### src/hdl/cls_pkg.sv
// ----------------------------------------------------------------------------
// cls_pkg: shared types and constants for the corner lock and smoothing block
// Holds the register indexes and the controller to datapath command and
// status structures.
// ----------------------------------------------------------------------------
package cls_pkg;

   localparam int NCOORD = 8;
   localparam int NCORNER = 4;

   localparam logic [0:0] REG_LOCK_THRESHOLD = 1'b0;
   localparam logic [0:0] REG_DECAY_WEIGHT = 1'b1;

   localparam logic [7:0] LOCK_THRESHOLD_RESET = 8'd8;
   localparam logic [15:0] DECAY_WEIGHT_RESET = 16'd52429;

   typedef struct packed {
      logic load;        // capture the raw request
      logic dist_start;  // start one corner distance
      logic dist_step;   // one root iteration
      logic dist_add;    // add finished distance to the sum
      logic decide;      // choose held or raw set and push history
      logic acc_clear;   // clear the weighted accumulators
      logic acc_step;    // add one history frame
      logic div_start;   // start the eight divisions
      logic div_step;    // one quotient bit
      logic out_load;    // move quotients to the output register
   } cls_cmd_type;

   typedef struct packed {
      logic held_valid;
      logic acc_last;    // frame being added is the oldest
   } cls_status_type;

endpackage

### src/hdl/cls_ctrl.sv
// ----------------------------------------------------------------------------
// cls_ctrl: sequencer for the corner lock and smoothing block
// Steps the distance root, the history accumulation and the divider.
// ----------------------------------------------------------------------------
module cls_ctrl
   import cls_pkg::*;
#(
   parameter int ROOT_STEPS = 16,
   parameter int DIV_STEPS = 14
) (
   input  logic           clock,
   input  logic           reset,
   input  logic           req_valid,
   output logic           req_ready,
   output logic           rsp_valid,
   input  logic           rsp_ready,
   input  cls_status_type status,
   output cls_cmd_type    cmd
);

   localparam logic [2:0] ST_IDLE = 3'd0;
   localparam logic [2:0] ST_DIST = 3'd1;
   localparam logic [2:0] ST_DECIDE = 3'd2;
   localparam logic [2:0] ST_ACC = 3'd3;
   localparam logic [2:0] ST_DIV = 3'd4;
   localparam logic [2:0] ST_OUT = 3'd5;

   logic [2:0] state_ff, state_in;
   logic [4:0] cnt_ff, cnt_in;
   logic [1:0] corner_ff, corner_in;
   logic       rsp_valid_ff, rsp_valid_in;

   // A new request may be taken while the previous result still waits.
   assign req_ready = (state_ff == ST_IDLE);
   assign rsp_valid = rsp_valid_ff;

   always_comb begin
      state_in = state_ff;
      cnt_in = cnt_ff;
      corner_in = corner_ff;
      rsp_valid_in = rsp_valid_ff && !rsp_ready;
      cmd = '0;
      case (state_ff)
         ST_IDLE: begin
            if (req_valid) begin
               cmd.load = 1'b1;
               state_in = ST_DIST;
               cnt_in = '0;
               corner_in = '0;
            end
         end
         ST_DIST: begin
            if (!status.held_valid) begin
               state_in = ST_DECIDE;
            end else if (cnt_ff == 5'd0) begin
               cmd.dist_start = 1'b1;
               cnt_in = 5'd1;
            end else if (cnt_ff <= 5'(ROOT_STEPS)) begin
               cmd.dist_step = 1'b1;
               cnt_in = cnt_ff + 5'd1;
            end else begin
               cmd.dist_add = 1'b1;
               cnt_in = '0;
               corner_in = corner_ff + 2'd1;
               if (corner_ff == 2'(NCORNER - 1)) state_in = ST_DECIDE;
            end
         end
         ST_DECIDE: begin
            cmd.decide = 1'b1;
            cmd.acc_clear = 1'b1;
            state_in = ST_ACC;
         end
         ST_ACC: begin
            cmd.acc_step = 1'b1;
            if (status.acc_last) state_in = ST_DIV;
            cnt_in = '0;
         end
         ST_DIV: begin
            if (cnt_ff == 5'd0) begin
               cmd.div_start = 1'b1;
               cnt_in = 5'd1;
            end else begin
               cmd.div_step = 1'b1;
               cnt_in = cnt_ff + 5'd1;
               if (cnt_ff == 5'(DIV_STEPS)) state_in = ST_OUT;
            end
         end
         ST_OUT: begin
            if (!rsp_valid_ff || rsp_ready) begin
               cmd.out_load = 1'b1;
               rsp_valid_in = 1'b1;
               state_in = ST_IDLE;
            end
         end
         default: state_in = ST_IDLE;
      endcase
   end

   always_ff @(posedge clock) begin
      if (reset) begin
         state_ff <= ST_IDLE;
         cnt_ff <= '0;
         corner_ff <= '0;
         rsp_valid_ff <= 1'b0;
      end else begin
         state_ff <= state_in;
         cnt_ff <= cnt_in;
         corner_ff <= corner_in;
         rsp_valid_ff <= rsp_valid_in;
      end
   end

endmodule

### config.mk
export PLATFORM = sky130hd
export DESIGN_NAME = cls_ctrl
export DESIGN_NICKNAME = d
export VERILOG_FILES = /design/src/hdl/cls_pkg.sv /design/src/hdl/cls_ctrl.sv
export SDC_FILE = /design/constraint.sdc
export NUM_CORES = 1
export LEC_CHECK = 0
export ABC_AREA = 1
export BUFFER_PORTS_ARGS = -buffer_cell sky130_fd_sc_hd__buf_4
export CORE_MARGIN = 2
export CORE_UTILIZATION = 45
export CTS_CLUSTER_DIAMETER = 60
export DETAILED_ROUTE_END_ITERATION = 8
export PLACE_DENSITY = 0.7
export SYNTH_ARGS = -nofsm -noshare
export SYNTH_HDL_FRONTEND = slang
export SYNTH_SLANG_ARGS = --single-unit
### constraint.sdc
create_clock -name clock -period 1.6 [get_ports clock]
set_input_delay 0.48 -clock clock [delete_from_list [all_inputs] [get_ports clock]]
set_output_delay 0.48 -clock clock [all_outputs]
set_load 0.03 [all_outputs]
==> impl_metrics.csv <==
group,metric,value,unit
setup_path,crit_fanout,2,
die,start_util,0.4783,
detailed_routing,drc,0,
setup_path,crit_arrival,1.44,ns
yosys,yosysWarningCount,0,
global_route,grt_pass1_wl,4381,um
layout,diodes,0,
yosys,synth_area_leader_cell,"dfxtp_1",
yosys,synth_common_cells,"35 x nand2_1, 34 x nor2_1, 21 x inv_1",
yosys,synth_nets,170,
die,die_h,49.67,um
setup_path,reg2reg_slack,-0.06,ns
layout,drive_gt1_frac,0.5222,
yosys,yosysSeqAreaShare,0.2347,
yosys,synthMostInstantiatedCell,"nand2_1",
die,die_w,49.67,um
placed_design,gp_congestion,0.8608,
placed_design,dp.cells,213,
global_route,grt_usage,0.2301,
layout,nNetsFinal,217,
sta,fin_skew,0.007624,ns
placed_design,place_ws,-0.05526,ns
layout,final_cells,230,
power,p_leak,0.7913,nW
clock_network,cts_hold_buf,0,
layout,syn2layout_area_growth,67.73,%
global_route,grt_overflow,0,
outcome,violations,"negative setup slack",
layout,post-route-util,0.8023,
setup_path,worstSetupStartpointType,"flip-flop",
yosys,ys.flop_type,"dfxtp_1",
setup_path,end_kind,"output pin",
clock_network,clockBufferDepth,2,
sta,timing.final.ws_setup,-0.3227,ns
yosys,syn_area_per_cell,5.977,sq um
sta,hold_violations,0,
yosys,syn_area,938.4,sq um
power,ir_drop,0.001357,V
die,core,1962,sq um
placed_design,numPortBuffers,17,
sta,final-setup-viol-count,12,
die,rows,16,
clock_network,clk_latency,0.28,ns
die,io_pins,18,
setup_path,critPathKind,"reg2out",
setup_path,crit_required,1.12,ns
clock_network,clk_pin_slew,0.07,ns
sta,slew_headroom,0.7912,
sta,slew_viol_final,0,
sta,holdWs,0.3724,ns
clock_network,cts_made_buffers,3,
power,power.density,2090,nW/um^2
global_route,grt_pass1_vias,1031,
placed_design,placed_area,1255,sq um
global_route,grt_max_degree,10,
detailed_routing,first_iter_violations,46,
detailed_routing,via_per_inst,5.104,
yosys,synth_area_leaders,"dfxtp_1 23%, nand2_1 14%, nor2_1 14%",
sta,period_share,1.202,
clock_network,cts_tree,"done",
layout,fin_area,1574,sq um
sta,rsz0062_at_grt,"true",
detailed_routing,postRouteWirelength,2986,um
sta,clock.fmax,520.1,MHz
clock_network,cts-root-buf,"clkbuf_4",
sta,worst_slew_pin_slew,0.3113,ns
sta,finalCriticalPeriod,1.923,ns
clock_network,cts.htree.levels,1,
job,cap_viol_max_count,0,
detailed_routing,first_pass_iters,4,
sta,tns,-1.987,ns
detailed_routing,detail-route-antenna-nets,0,
yosys,synth_top_cell_area_share,0.2347,
power,power.total,3.290,mW
yosys,async_flop_share,0,
die,die_area,2467,sq um
detailed_routing,wl_per_cell,12.98,um
yosys,synth_enable_flop_cells,0,
detailed_routing,vias,1174,
global_route,antenna_found_initial,0,
yosys,ys_ff_latch,11,
worst_hold_path,hold_class,"in2reg",
yosys,syn-instance-count,157,
clock_network,cts_sinks,11,
yosys,synth_cell_types,23,
placed_design,hpwl,1838,um
outcome,status,"finished with violations",
-- worst paths after layout --
kind,startpoint,to,cells after the start
max,cnt_ff[0],cmd[7],8
min,reset,rsp_valid,2
max reg2reg,cnt_ff[0],state_ff[2],14
min reg2reg,corner_ff[1],corner_ff[1],2
-- placed cells by master (no fill, tap or decap), types with 6 or more instances in the layout --
master and n:
buf_4 30, nor2_1 25, nand2_1 25, buf_6 15, inv_1 13, nand2_2 11
nor2_4 10, inv_2 9, nand3_1 7, dfxtp_1 6
-- what timing repair did --
action	CTS	global route
resized for setup	22	36
endpoints found under the setup margin	12	17
pin swaps	6	14
buffers inserted	4	10
-- cell type report --
cell class,count,area [sq um]
Multi-Input combinational cell,117,778.2
Inverter,26,107.6
Clock buffer,4,26.28
Timing Repair Buffer,45,394.1
Tap cell,27,33.78
Fill cell,120,387.9
Sequential cell,11,234.0
-- worst max-delay path: stages, from the launching register on --
cell     delay (ns)
dfxtp_2        0.33
inv_2          0.05
ha_4           0.15
nand2_4        0.07
inv_4          0.04
ha_4           0.26
nand2_4        0.05
nor2_4         0.08
buf_6          0.14
-- power breakdown --
part / leakage (nW) / internal [mW] / switching (mW)
clock network: 0.0150 / 0.0969 / 0.104
logic: 0.684 / 1.17 / 1.42
registers: 0.0929 / 0.390 / 0.108
total: 0.791 / 1.65 / 1.64
-- state kept, by name, summed over array words and instances, names as in the netlist --
register   flops
corner_ff      2
state_ff       3
rsp_valid      1
cnt_ff         5
-- routing by layer --
layer  track usage  wire length, um
met2        0.3956             1586
met5             0                0
met4       0.07407              100
met3       0.07273              147
met1        0.2692             1153
-- logic make-up (layout without fill, tap and decap cells) --
family	after synthesis	in the layout	synth area share
fa+ha+maj	7	7	0.09333
xor+xnor	1	1	0.009335
compound gates	13	13	0.07467
simple gates	96	96	0.4587
flops	11	11	0.2347
buf+inv	29	75	0.1293
(Power assumes the default switching activity.)
